File: src/design/dorr_pkg.sv
// ----------------------------------------------------------------------------
// dorr_pkg
// Shared widths and codes for the drop-oldest packet receive ring.
// ----------------------------------------------------------------------------
package dorr_pkg;

   localparam int OP_W     = 2;
   localparam int LEN_W    = 16;
   localparam int WORD_W   = 16;
   localparam int STATUS_W = 3;
   localparam int SLOT_W   = 6;
   localparam int ADDR_W   = 12;
   localparam int DROP_W   = 7;

   typedef enum logic [OP_W-1:0] {
      OP_HEADER = 2'd0,
      OP_ID     = 2'd1,
      OP_DATA   = 2'd2
   } op_type;

   typedef enum logic [STATUS_W-1:0] {
      ST_ACCEPT = 3'd0,
      ST_COMMIT = 3'd1,
      ST_LONG   = 3'd2,
      ST_ZERO   = 3'd3,
      ST_IGNORE = 3'd4
   } status_type;

endpackage

File: src/design/drop_oldest_packet_receive_ring.sv
// ----------------------------------------------------------------------------
// drop_oldest_packet_receive_ring
// Writer side of a packet ring: data words, per-packet id words and a
// descriptor (length) ring; old packets are dropped to make room.
// ----------------------------------------------------------------------------
// Timing: id and data items and rejected headers give a registered result
//   that strobes in the next cycle. A header that opens a packet keeps the
//   block busy while it drops packets to make data room; each such drop
//   needs one read of the length memory (one entry per cycle).
// Throughput: one word item per cycle while the block is not busy.
// Reset: synchronous, clears indexes, pointers and packet state; the stores
//   are not cleared and need no clearing pass. Results cannot be stalled.
module drop_oldest_packet_receive_ring #(
   parameter int DATA_DEPTH = 4096,
   parameter int DESC_DEPTH = 64,
   parameter int ID_WORDS   = 8
) (
   input  logic                           clock,
   input  logic                           reset,
   input  logic                           start,
   output logic                           busy,
   input  logic [dorr_pkg::OP_W-1:0]      req_op,
   input  logic [dorr_pkg::LEN_W-1:0]     req_length,
   input  logic [dorr_pkg::WORD_W-1:0]    req_word,
   output logic                           rsp_valid,
   output logic [dorr_pkg::STATUS_W-1:0]  rsp_status,
   output logic [dorr_pkg::SLOT_W-1:0]    rsp_slot,
   output logic [dorr_pkg::ADDR_W-1:0]    rsp_start_address,
   output logic [dorr_pkg::DROP_W-1:0]    rsp_dropped
);
   import dorr_pkg::*;

   localparam int AW = $clog2(DATA_DEPTH);
   localparam int IW = $clog2(DESC_DEPTH);
   localparam int KW = $clog2(ID_WORDS + 1);
   localparam int MW = $clog2(DESC_DEPTH * ID_WORDS);
   localparam int CW = $clog2(DESC_DEPTH + 1);
   localparam logic [AW:0] DMAX  = (AW+1)'(DATA_DEPTH - 1);
   localparam logic [AW:0] DSIZE = (AW+1)'(DATA_DEPTH);

   typedef enum logic {S_IDLE, S_DROP} state_type;

   function automatic logic [AW-1:0] ptr_add(input logic [AW-1:0] a,
                                             input logic [AW-1:0] b);
      logic [AW:0] sum;
      sum = {1'b0, a} + {1'b0, b};
      if (sum >= DSIZE) begin
         sum = sum - DSIZE;
      end
      return sum[AW-1:0];
   endfunction

   function automatic logic [IW-1:0] desc_next(input logic [IW-1:0] i);
      logic [IW-1:0] n;
      n = (i == IW'(DESC_DEPTH - 1)) ? '0 : i + 1'b1;
      return n;
   endfunction

   // memories
   logic [AW-1:0]     length_mem [DESC_DEPTH];
   logic [WORD_W-1:0] id_mem     [DESC_DEPTH * ID_WORDS];
   logic [WORD_W-1:0] data_mem   [DATA_DEPTH];

   state_type         state_ff, state_in;
   logic [IW-1:0]     rd_idx_ff, rd_idx_in;
   logic [IW-1:0]     wr_idx_ff, wr_idx_in;
   logic [AW-1:0]     rp_ff, rp_in;
   logic [AW-1:0]     wp_ff, wp_in;
   logic [AW-1:0]     pstart_ff, pstart_in;
   logic              open_ff, open_in;
   logic [KW-1:0]     ids_left_ff, ids_left_in;
   logic [AW-1:0]     data_left_ff, data_left_in;
   logic [AW-1:0]     len_q_ff, len_q_in;
   logic [CW-1:0]     cnt_ff, cnt_in;
   logic              rsp_valid_ff, rsp_valid_in;
   logic [STATUS_W-1:0] rsp_status_ff, rsp_status_in;
   logic [SLOT_W-1:0] rsp_slot_ff, rsp_slot_in;
   logic [ADDR_W-1:0] rsp_start_ff, rsp_start_in;
   logic [DROP_W-1:0] rsp_dropped_ff, rsp_dropped_in;
   logic [AW-1:0]     len_rd_ff;

   logic              len_we, id_we, data_we;
   logic [KW-1:0]     id_k;
   logic [MW-1:0]     id_addr;
   logic [AW:0]       used_wide;
   logic [AW-1:0]     used;
   logic              need_room;
   logic              ring_full;
   logic              too_long;
   logic [AW-1:0]     wp_step;

   // words held in the ring between read and write pointers
   always_comb begin
      if (wp_ff >= rp_ff) begin
         used_wide = {1'b0, wp_ff} - {1'b0, rp_ff};
      end else begin
         used_wide = {1'b0, wp_ff} + DSIZE - {1'b0, rp_ff};
      end
   end
   assign used      = used_wide[AW-1:0];
   assign need_room = (({1'b0, used} + {1'b0, len_q_ff}) > DMAX) && (rd_idx_ff != wr_idx_ff);
   assign ring_full = (desc_next(wr_idx_ff) == rd_idx_ff);
   assign too_long  = {1'b0, req_length} > 17'(DATA_DEPTH - 1);
   assign id_k      = KW'(ID_WORDS) - ids_left_ff;
   assign id_addr   = MW'(32'(wr_idx_ff) * ID_WORDS + 32'(id_k));
   assign wp_step   = ptr_add(wp_ff, AW'(1));

   always_comb begin
      state_in       = state_ff;
      rd_idx_in      = rd_idx_ff;
      wr_idx_in      = wr_idx_ff;
      rp_in          = rp_ff;
      wp_in          = wp_ff;
      pstart_in      = pstart_ff;
      open_in        = open_ff;
      ids_left_in    = ids_left_ff;
      data_left_in   = data_left_ff;
      len_q_in       = len_q_ff;
      cnt_in         = cnt_ff;
      rsp_valid_in   = 1'b0;
      rsp_status_in  = ST_IGNORE;
      rsp_slot_in    = '0;
      rsp_start_in   = '0;
      rsp_dropped_in = '0;
      len_we         = 1'b0;
      id_we          = 1'b0;
      data_we        = 1'b0;

      unique case (state_ff)
         S_IDLE: begin
            if (start) begin
               rsp_valid_in = 1'b1;
               unique case (op_type'(req_op))
                  OP_HEADER: begin
                     rsp_valid_in = 1'b0;
                     // abandon an unfinished packet
                     if (open_ff) begin
                        wp_in        = pstart_ff;
                        open_in      = 1'b0;
                        ids_left_in  = '0;
                        data_left_in = '0;
                     end
                     if (too_long) begin
                        rsp_valid_in  = 1'b1;
                        rsp_status_in = ST_LONG;
                     end else if (req_length == '0) begin
                        rsp_valid_in  = 1'b1;
                        rsp_status_in = ST_ZERO;
                     end else begin
                        len_q_in = req_length[AW-1:0];
                        cnt_in   = '0;
                        state_in = S_DROP;
                     end
                  end
                  OP_ID: begin
                     if (open_ff && ids_left_ff != '0) begin
                        id_we         = 1'b1;
                        ids_left_in   = ids_left_ff - 1'b1;
                        rsp_status_in = ST_ACCEPT;
                        rsp_slot_in   = SLOT_W'(wr_idx_ff);
                        rsp_start_in  = ADDR_W'(pstart_ff);
                     end
                  end
                  OP_DATA: begin
                     if (open_ff && ids_left_ff == '0 && data_left_ff != '0) begin
                        data_we       = 1'b1;
                        wp_in         = wp_step;
                        data_left_in  = data_left_ff - 1'b1;
                        rsp_status_in = ST_ACCEPT;
                        rsp_slot_in   = SLOT_W'(wr_idx_ff);
                        rsp_start_in  = ADDR_W'(pstart_ff);
                        if (data_left_ff == AW'(1)) begin
                           len_we        = 1'b1;
                           wr_idx_in     = desc_next(wr_idx_ff);
                           open_in       = 1'b0;
                           rsp_status_in = ST_COMMIT;
                        end
                     end
                  end
                  default: begin
                     rsp_status_in = ST_IGNORE;
                  end
               endcase
            end
         end
         S_DROP: begin
            if (need_room) begin
               rp_in     = ptr_add(rp_ff, len_rd_ff);
               rd_idx_in = desc_next(rd_idx_ff);
               cnt_in    = cnt_ff + 1'b1;
            end else begin
               // one more drop frees a descriptor slot
               if (ring_full) begin
                  rp_in     = ptr_add(rp_ff, len_rd_ff);
                  rd_idx_in = desc_next(rd_idx_ff);
               end
               pstart_in      = wp_ff;
               open_in        = 1'b1;
               ids_left_in    = KW'(ID_WORDS);
               data_left_in   = len_q_ff;
               rsp_valid_in   = 1'b1;
               rsp_status_in  = ST_ACCEPT;
               rsp_slot_in    = SLOT_W'(wr_idx_ff);
               rsp_start_in   = ADDR_W'(wp_ff);
               rsp_dropped_in = DROP_W'(cnt_ff + CW'(ring_full));
               state_in       = S_IDLE;
            end
         end
         default: begin
            state_in = S_IDLE;
         end
      endcase
   end

   always_ff @(posedge clock) begin
      if (reset) begin
         state_ff     <= S_IDLE;
         rd_idx_ff    <= '0;
         wr_idx_ff    <= '0;
         rp_ff        <= '0;
         wp_ff        <= '0;
         pstart_ff    <= '0;
         open_ff      <= 1'b0;
         ids_left_ff  <= '0;
         data_left_ff <= '0;
         cnt_ff       <= '0;
         rsp_valid_ff <= 1'b0;
      end else begin
         state_ff     <= state_in;
         rd_idx_ff    <= rd_idx_in;
         wr_idx_ff    <= wr_idx_in;
         rp_ff        <= rp_in;
         wp_ff        <= wp_in;
         pstart_ff    <= pstart_in;
         open_ff      <= open_in;
         ids_left_ff  <= ids_left_in;
         data_left_ff <= data_left_in;
         cnt_ff       <= cnt_in;
         rsp_valid_ff <= rsp_valid_in;
      end
      len_q_ff       <= len_q_in;
      rsp_status_ff  <= rsp_status_in;
      rsp_slot_ff    <= rsp_slot_in;
      rsp_start_ff   <= rsp_start_in;
      rsp_dropped_ff <= rsp_dropped_in;
   end

   // length ring: read address follows the next read index, so the data
   // always belongs to the current oldest descriptor
   always_ff @(posedge clock) begin
      if (len_we) begin
         length_mem[wr_idx_ff] <= len_q_ff;
      end
      len_rd_ff <= length_mem[rd_idx_in];
   end

   always_ff @(posedge clock) begin
      if (id_we) begin
         id_mem[id_addr] <= req_word;
      end
   end

   always_ff @(posedge clock) begin
      if (data_we) begin
         data_mem[wp_ff] <= req_word;
      end
   end

   assign busy              = (state_ff != S_IDLE);
   assign rsp_valid         = rsp_valid_ff;
   assign rsp_status        = rsp_status_ff;
   assign rsp_slot          = rsp_slot_ff;
   assign rsp_start_address = rsp_start_ff;
   assign rsp_dropped       = rsp_dropped_ff;

endmodule

File: config.mk
export PLATFORM = sky130hd
export DESIGN_NAME = drop_oldest_packet_receive_ring
export DESIGN_NICKNAME = d
export VERILOG_FILES = /design/src/design/dorr_pkg.sv /design/src/design/drop_oldest_packet_receive_ring.sv
export SDC_FILE = /design/constraint.sdc
export NUM_CORES = 1
export LEC_CHECK = 0
export BUFFER_PORTS_ARGS = -buffer_cell sky130_fd_sc_hd__buf_2
export CAP_MARGIN = 5
export CORE_MARGIN = 2
export CORE_UTILIZATION = 46
export DETAILED_ROUTE_END_ITERATION = 10
export PLACE_DENSITY_LB_ADDON = 0.1
export SETUP_SLACK_MARGIN = 0.3
export SYNTH_ARGS = -nofsm -noshare
export SYNTH_HDL_FRONTEND = slang
export SYNTH_SLANG_ARGS = --single-unit
File: constraint.sdc
create_clock -name clock -period 10.7 [get_ports clock]
set_clock_uncertainty 0.05 [all_clocks]
set_input_delay 1.605 -clock clock [delete_from_list [all_inputs] [get_ports clock]]
set_output_delay 1.605 -clock clock [all_outputs]
set_load 0.01 [all_outputs]
==> flow_summary.toml, run 1 <==
[sta]
finalSetupTns_ns = 0
finalCritPeriodShare = 0.7196
fin_crit_ns = 7.699
setup_viol = 0
fmax_mhz = 129.9
finalMaxSlewViolations = 0
tightest_slew_ns = 1.246
finalHoldViolCount = 0
max_slew_margin = 0.1663
rsz0062_at_grt = "no"

[power]
ir_worst_vdd_mv = 0.1036
leakage_nw = 13.96
powerDensity_nw_per_um2 = 175.1

[clock_tree]
ctsHoldBuffers = 0
cts_buffer_depth = 3
clock_sinks = 894
cts_tree = "done"
clk_root_buffer_cell = "clkbuf_16"
cts_resized = 0
clk_latency_ns = 0.65
cts_setup_buffers = 0
path_clk_slew_ns = 0.06
cts_max_level = 3
cts_buffers = 93

[yosys]
synthCells = 2574
syn-num-nets = 2663
syn_area_per_cell_um2 = 14.11
ys.flop_type = "edfxtp_1"
async_reset_ff_frac = 0
yosys_warnings = 0
synth_cell_types = 66
synth_area_um2 = 36310
synth_edf_count = 780
ys_ff_latch = 894
ys_seq_area_frac = 0.7079

[global_routing]
grt_overflow = 0
grt_pass1_vias = 21240
grt_first_pass_wirelength_um = 138400
antenna_found_initial = 1
grt_max_degree = 106
grt_util_all_layers = 0.2304

[drt]
num_vias = 21850
wl_per_cell_um = 24.81
first_iter_violations = 2183
routed_wl_um = 93490
via_per_inst = 5.796
ant_nets = 0
remaining_drc_errors = 0
drt_first_pass_iters = 5

[layout]
final_common_cell = "edfxtp_1"
final_util = 0.5228
num-nets-final = 2729
final_cell_mix = "edfxtp_1, nand2_1, nand3_1"
fill_cells = 6556
drive_gt1_frac = 0.1402
area_growth_pct = 13.17

[worst_setup_path]
crit_required_ns = 11.14
crit_type = "reg -> reg"
cp.arrival_ns = 8.14
start_kind = "flip-flop"
crit_path_end_kind = "flip-flop"
critPathMaxFanout = 37

[die]
pin_count = 67
num_rows = 103
fp.dieW_um = 285.0
die_area_um2 = 81200
fp.dieH_um = 285.0
initial_core_util = 0.4619
core_um2 = 78610

[placement]
place_congestion = 0.8204
dp.final_hpwl_um = 52680
portBuffers = 50

[run]
max_cap_viol_count = 0

[min_path]
hp-class = "reg -> reg"

[outcome]
outcome = "complete, no violations"
## sequential cells by signal, indices dropped and copies added (netlist names), 3 cells and up
register and flops:
wr_idx_ff 6, rsp_status 3, wp_ff 12, rd_idx_ff 6
data_left_ff 12, cnt_ff 7, len_rd_ff 12, length_mem 768
ids_left_ff 4, rsp_start_address 12, rsp_dropped 7, len_q_ff 12
pstart_ff 12, rp_ff 12, rsp_slot 6
## cells in the mapped netlist, drive strengths merged (11+ instances only)
cell type	instances	share of area
edfxtp	780	0.65
nand2	495	0.051
nand3	195	0.027
nor2	154	0.016
dfxtp	114	0.063
a21oi	108	0.015
mux4	96	0.060
a32oi	90	0.022
clkbuf	89	0.0092
buf	60	0.0095
ha	49	0.017
inv	41	0.0042
o21ai	38	0.0052
xor2	23	0.0055
a211oi	20	0.0041
and3	20	0.0034
a22oi	16	0.0033
mux2i	16	0.0044
xnor2	15	0.0036
nor2b	14	0.0024
nor3	11	0.0015
or4	11	0.0023
## metrics by stage
step                      worst slack [ns]  power [mW]  cell area (µm²)  cells  hold WS (ns)
after global routing                 2.572       7.409            41090   3768        0.4265
after detailed placement             2.975       3.877            37860   3594        0.3968
final                                3.001       7.197            41100   3769        0.4080
after floorplan                      5.246       3.857            36310   2574        0.3826
after global placement               3.087       3.874            37860   3594        0.3990
after CTS                            2.971       7.261            41080   3767        0.4085
## report_power, final
| part | switching, mW | internal (mW) | leakage [nW] |
|---|---|---|---|
| registers | 0.00279 | 3.74 | 7.93 |
| clock network | 1.34 | 2.05 | 1.57 |
| logic | 0.0380 | 0.0185 | 4.45 |
| total | 1.38 | 5.82 | 14.0 |
## routing by layer
layer  track usage  wire, µm  vias up  part of all wire
li1              -         -     9864                 -
met1        0.3263     40090    10970              0.43
met2        0.3591     43040      848              0.46
met3       0.03864      6957      165             0.074
met4       0.08953      3412        0             0.036
met5             0         0        -                 0
## worst paths after layout
kind,from,end,slack [ns],cells after the start
worst max-delay path,rp_ff[1],len_rd_ff[6],3.00,24
worst min-delay path,pstart_ff[8],rsp_start_address[8],0.41,2
worst max register to register,rp_ff[1],len_rd_ff[6],3.00,24
worst min register to register,pstart_ff[8],rsp_start_address[8],0.41,2
## critical path, cell delays in order (launching register included)
cell and delay, ns:
dfxtp_1 0.35, inv_1 0.12, ha_1 0.30, nor2b_1 0.12, o21ai_0 0.19, a21boi_0 0.14
o21ai_0 0.25, a21boi_0 0.16, o21ai_0 0.20, nand2b_1 0.12, a21o_1 0.19, a21oi_1 0.21
o21ai_0 0.15, xor2_1 0.17, ha_1 0.29, nand4_1 0.11, a221oi_1 0.10, o311a_2 0.51
a31oi_4 0.75, mux2i_4 0.62, buf_4 0.59, mux4_2 0.61, a32oi_1 0.50, a21oi_1 0.13
or4_1 0.58
## cells by family after synthesis
family          synth area share
compound gates           0.06240
xor+xnor                0.009165
fa+ha+maj                0.01854
buf+inv                  0.02302
flops                     0.7079
mux                      0.06488
simple gates              0.1141
## cell type report
cell class / instances / area, µm² / share of cell area
diodes: 1 / 2.502 / 0.00006089
clock buffers: 122 / 2571 / 0.06257
clock inverters: 51 / 649.4 / 0.01580
inverters: 42 / 157.7 / 0.003836
multi-input cells: 1489 / 9867 / 0.2401
flip-flops and latches: 894 / 25700 / 0.6255
well taps: 1050 / 1314 / 0.03197
repair buffers: 120 / 829.5 / 0.02019
Power figures use the tool's default switching activity.
==> inputs of run 2 (changes only) <==
==> constraint.sdc (replaced) <==
create_clock -name clock -period 6.5 [get_ports clock]
set_clock_uncertainty 0.05 [all_clocks]
set_input_delay 0.975 -clock clock [delete_from_list [all_inputs] [get_ports clock]]
set_output_delay 0.975 -clock clock [all_outputs]
set_load 0.01 [all_outputs]
==> flow_summary.toml, run 2 (synthesized netlist as in run 1, its figures left out) <==
[global_routing]
grt_util_all_layers = 0.2385
grt_max_degree = 103
antenna_found_initial = 2
grt_first_pass_wirelength_um = 143000
grt_overflow = 0
grt_pass1_vias = 22040

[worst_setup_path]
cp.arrival_ns = 6.42
r2r-start = "rp_ff[1]"
crit_required_ns = 6.97
rrSetupSlack_ns = 0.55
r2r.worst_path.cells = 27
crit_path_end_kind = "flip-flop"
worstSetupEndpoint = "len_rd_ff[4]"
startpoint = "rp_ff[1]"
reg2reg_to = "len_rd_ff[4]"
start_kind = "flip-flop"
crit_type = "reg -> reg"
critPathMaxFanout = 12

[sta]
finalCritPeriodShare = 0.9159
setup_viol = 0
fmax_mhz = 168.0
finalSetupTns_ns = 0
finalMaxSlewViolations = 0
max_slew_margin = 0.1778
rsz0062_at_grt = "yes"
finalHoldViolCount = 0
tightest_slew_ns = 1.229
fin_crit_ns = 5.953

[drt]
drt_first_pass_iters = 6
routed_wl_um = 98550
remaining_drc_errors = 0
ant_nets = 0
via_per_inst = 5.791
first_iter_violations = 2248
num_vias = 22630
wl_per_cell_um = 25.22

[die]
pin_count = 67
fp.dieW_um = 285.0
initial_core_util = 0.4619
fp.dieH_um = 285.0
die_area_um2 = 81200
num_rows = 103
core_um2 = 78610

[power]
netSwitchingPower_mw = 2.307
powerDensity_nw_per_um2 = 276.2
p_clk_frac = 0.466
ir_worst_vdd_mv = 0.1753
power_frac_seq = 0.525
intPower_mw = 9.433
combPwrFrac = 0.008
leakage_nw = 14.78
swShare = 0.1965

[outcome]
outcome = "complete, no violations"

[clock_tree]
path_clk_slew_ns = 0.06
cts_max_level = 3
cts_tree = "done"
clock_sinks = 894
clk_latency_ns = 0.66
cts_buffers = 96
cts_buffer_depth = 3
clk_root_buffer_cell = "clkbuf_16"

[placement]
portBuffers = 50
place_congestion = 0.8371
dp.final_hpwl_um = 57570
dpl_cell_area_um2 = 38820

[layout]
area_growth_pct = 17.07
num-nets-final = 2866
final_cell_mix = "edfxtp_1, nand2_1, nand3_1"
final_common_cell = "edfxtp_1"
drive_gt1_frac = 0.1869
final_area_um2 = 42510
largest_reg_flops = 768
largest_register = "length_mem"

[min_path]
hp-class = "reg -> reg"

[run]
max_cap_viol_count = 0
run 2: cell types whose count changed in the layout (fill, tap and decap cells not counted), moves of 5 or more:
cell       change
a32oi_2       +11
a21oi_1        -5
buf_16         +5
buf_12        +12
buf_4        +107
clkbuf_16      +7
a32oi_1       -12
clkinv_2       +6
a21oi_2        +5
bufinv_16      -6
clkbuf_1       +5
run 2: power by group through the flow:
stage	Clock, mW	Sequential (mW)	Combinational (mW)
final	5.48	6.17	0.0966
after global routing	5.78	6.16	0.108
after CTS	5.56	6.17	0.0964
after detailed placement	0	6.29	0.0956
after global placement	0	6.29	0.0925
after floorplan	0	6.29	0.0570
run 2: stage by stage:
step / hold WS [ns] / setup WS, ns / util / instances / power, mW
global route: 0.4351 / 0.2640 / 0.5407 / 3907 / 12.05
finish: 0.4165 / 0.5467 / 0.5408 / 3908 / 11.74
floorplan: 0.3826 / 1.046 / - / 2574 / 6.350
CTS: 0.4151 / 0.3071 / 0.5360 / 3887 / 11.82
global placement: 0.3948 / 0.09592 / 0.4938 / 3705 / 6.381
detailed placement: 0.4003 / 0.1069 / 0.4938 / 3705 / 6.384
run 2: layout make-up:
type	instances	area [µm²]
Fill cell	6470	36100
Sequential cell	894	25710
Clock inverter	49	486.7
Antenna cell	1	2.502
Tap cell	1050	1314
Clock buffer	129	2671
Multi-Input combinational cell	1490	9996
Timing Repair Buffer	253	2178
Inverter	42	157.7
run 2: layer usage:
metal / routed length (µm) / part of all wire / global-route usage / up-vias
met5: 13 / 0.00013 / 0 / -
met4: 3656 / 0.037 / 0.08874 / 2
met3: 7215 / 0.073 / 0.03696 / 180
met2: 46920 / 0.48 / 0.3901 / 890
met1: 40740 / 0.41 / 0.3248 / 11430
li1: - / - / - / 10130
run 2: worst max-delay path, stage by stage, from the launching register on:
cell,delay (ns)
dfxtp_2,0.34
inv_1,0.06
ha_1,0.27
nor2b_1,0.13
o21ai_1,0.14
a21boi_1,0.11
o21ai_1,0.18
a21boi_1,0.10
o21ai_1,0.12
nand2b_1,0.10
a21o_1,0.20
a21oi_2,0.16
xnor2_1,0.13
ha_1,0.27
a21o_1,0.16
a21oi_1,0.14
nor2b_1,0.07
o311a_2,0.41
a31oi_4,0.27
mux2i_4,0.30
buf_12,0.19
buf_16,0.19
buf_16,0.16
buf_4,0.13
mux4_2,0.53
a32oi_2,0.28
a21oi_1,0.11
or4_1,0.52
run 2: what timing repair did:
action                                  4_1_cts  5_1_grt
resized for setup                             9       34
gates cloned                                  3        4
endpoints found under the setup margin       12       12
pin swaps                                     1        9
buffers inserted                              1       16
hold buffers                                  0        0
run 2: worst min path at each step:
stage,slack [ns],to,from,cells after the start
2_1_floorplan,0.38,rsp_start_address[10],pstart_ff[10],2
3_3_place_gp,0.39,rsp_start_address[6],pstart_ff[6],2
3_5_place_dp,0.40,rsp_start_address[11],pstart_ff[11],2
4_1_cts,0.42,rsp_start_address[6],pstart_ff[6],2
5_1_grt,0.44,rsp_start_address[6],pstart_ff[6],2
6_report,0.42,rsp_start_address[6],pstart_ff[6],2
==> inputs of run 3 (changes only) <==
--- a/config.mk
+++ b/config.mk
@@ -10,8 +10,10 @@
 export CORE_MARGIN = 2
 export CORE_UTILIZATION = 46
 export DETAILED_ROUTE_END_ITERATION = 10
+export MAX_ROUTING_LAYER = met4
 export PLACE_DENSITY_LB_ADDON = 0.1
 export SETUP_SLACK_MARGIN = 0.3
+export SKIP_LAST_GASP = 1
 export SYNTH_ARGS = -nofsm -noshare
 export SYNTH_HDL_FRONTEND = slang
 export SYNTH_SLANG_ARGS = --single-unit
==> flow_summary.toml, run 3 (synthesized netlist as in run 1, its figures left out) <==
[outcome]
outcome = "complete, no violations"

[placement]
portBuffers = 50
placed_cells_incl_taps = 3705
dpl_cell_area_um2 = 38820
place_congestion = 0.8509
dp.final_hpwl_um = 57570

[clock_tree]
clock_sinks = 894
ctsHoldBuffers = 0
path_clk_slew_ns = 0.06
clk_latency_ns = 0.66
cts_buffer_depth = 3
clk_root_buffer_cell = "clkbuf_16"
cts_buffers = 96
cts_max_level = 3
cts_tree = "done"

[global_routing]
grt_overflow = 0
grt_pass1_vias = 22010
grt_first_pass_wirelength_um = 143000
grt_max_degree = 103
grt_util_all_layers = 0.2456
antenna_found_initial = 4

[worst_setup_path]
crit_path_end_kind = "flip-flop"
critPathMaxFanout = 8
start_kind = "flip-flop"
r2r.worst_path.cells = 27
reg2reg_to = "len_rd_ff[9]"
crit_required_ns = 6.98
cp.arrival_ns = 6.46
r2r-start = "rp_ff[1]"
startpoint = "rp_ff[1]"
worstSetupEndpoint = "len_rd_ff[9]"
crit_type = "reg -> reg"
rrSetupSlack_ns = 0.52

[sta]
max_slew_margin = 0.1845
rsz0062_at_grt = "yes"
finalMaxSlewViolations = 0
finalCritPeriodShare = 0.9202
tightest_slew_ns = 1.219
fmax_mhz = 167.2
hold-worst-slack_ns = 0.4152
finalHoldViolCount = 0
setup_viol = 0
finalSetupTns_ns = 0
fin_crit_ns = 5.981

[die]
core_um2 = 78610
fp.dieH_um = 285.0
initial_core_util = 0.4619
die_area_um2 = 81200
num_rows = 103
pin_count = 67
fp.dieW_um = 285.0

[power]
leakage_nw = 14.74
finalPower_mw = 11.74
powerDensity_nw_per_um2 = 276.4
ir_worst_vdd_mv = 0.1779

[drt]
routed_wl_um = 98160
ant_nets = 0
drt_first_pass_iters = 5
remaining_drc_errors = 0
via_per_inst = 5.791
wl_per_cell_um = 25.14
first_iter_violations = 2300
num_vias = 22610

[layout]
fill_cells = 6473
num-nets-final = 2862
drive_gt1_frac = 0.1872
largest_register = "length_mem"
final_area_um2 = 42470
area_growth_pct = 16.96
final_common_cell = "edfxtp_1"
final_cell_mix = "edfxtp_1, nand2_1, nand3_1"
largest_reg_flops = 768
layout.cells.non_filler = 3905

[min_path]
hp-class = "reg -> reg"

[run]
max_cap_viol_count = 0
run 3: layer usage:
metal,global-route usage,part of all wire,vias to the layer above
li1,-,-,10110
met1,0.3245,0.42,11460
met2,0.3911,0.48,861
met3,0.03464,0.068,180
met4,0.08887,0.034,0
met5,-,0,-
run 3: cell type report:
| type | count | area [µm²] | area share |
|---|---|---|---|
| flip-flops and latches | 894 | 25710 | 0.6053 |
| multi-input cells | 1490 | 10030 | 0.2361 |
| clock buffers | 129 | 2671 | 0.06290 |
| repair buffers | 249 | 2105 | 0.04955 |
| well taps | 1050 | 1314 | 0.03093 |
| clock inverters | 49 | 486.7 | 0.01146 |
| inverters | 42 | 157.7 | 0.003712 |
| diodes | 2 | 5.005 | 0.0001178 |
run 3: stage by stage:
step,setup WS [ns],util
global route,0.2607,0.5403
finish,0.5186,0.5403
detailed placement,0.1069,0.4938
floorplan,1.046,-
CTS,0.3071,0.5360
global placement,0.09592,0.4938
run 3: how the worst min path moves through the flow:
stage | start | endpoint | slack [ns] | depth (start not counted)
after CTS | pstart_ff[6] | rsp_start_address[6] | 0.42 | 2
after global routing | pstart_ff[6] | rsp_start_address[6] | 0.44 | 2
after floorplan | pstart_ff[10] | rsp_start_address[10] | 0.38 | 2
after global placement | pstart_ff[6] | rsp_start_address[6] | 0.39 | 2
final | pstart_ff[6] | rsp_start_address[6] | 0.42 | 2
after detailed placement | pstart_ff[11] | rsp_start_address[11] | 0.40 | 2
run 3: timing repair:
action,in CTS,in global routing
pin swaps,1,8
gates resized for setup,9,37
cloned,3,1
buffers inserted,1,15
setup endpoints to repair,12,12
run 3: critical path, cell delays in order, from the launching register on:
cell      delay [ns]
dfxtp_2         0.34
inv_1           0.06
ha_1            0.27
nor2b_1         0.13
o21ai_1         0.14
a21boi_1        0.11
o21ai_1         0.18
a21boi_1        0.10
o21ai_1         0.12
nand2b_1        0.10
a21o_1          0.20
a21oi_2         0.16
xnor2_1         0.13
ha_1            0.27
a21o_1          0.16
a21oi_1         0.14
nor2b_1         0.07
o311a_2         0.41
a31oi_4         0.27
mux2i_4         0.30
buf_12          0.18
buf_16          0.18
buf_12          0.12
mux4_2          0.52
a32oi_2         0.30
a21oi_1         0.18
buf_4           0.18
or4_1           0.47
run 3: power by group:
| group | switching, mW | internal [mW] | total (mW) |
|---|---|---|---|
| registers | 0.00467 | 6.16 | 6.17 |
| logic | 0.0655 | 0.0314 | 0.0968 |
| clock network | 2.23 | 3.24 | 5.47 |
| total | 2.31 | 9.43 | 11.7 |
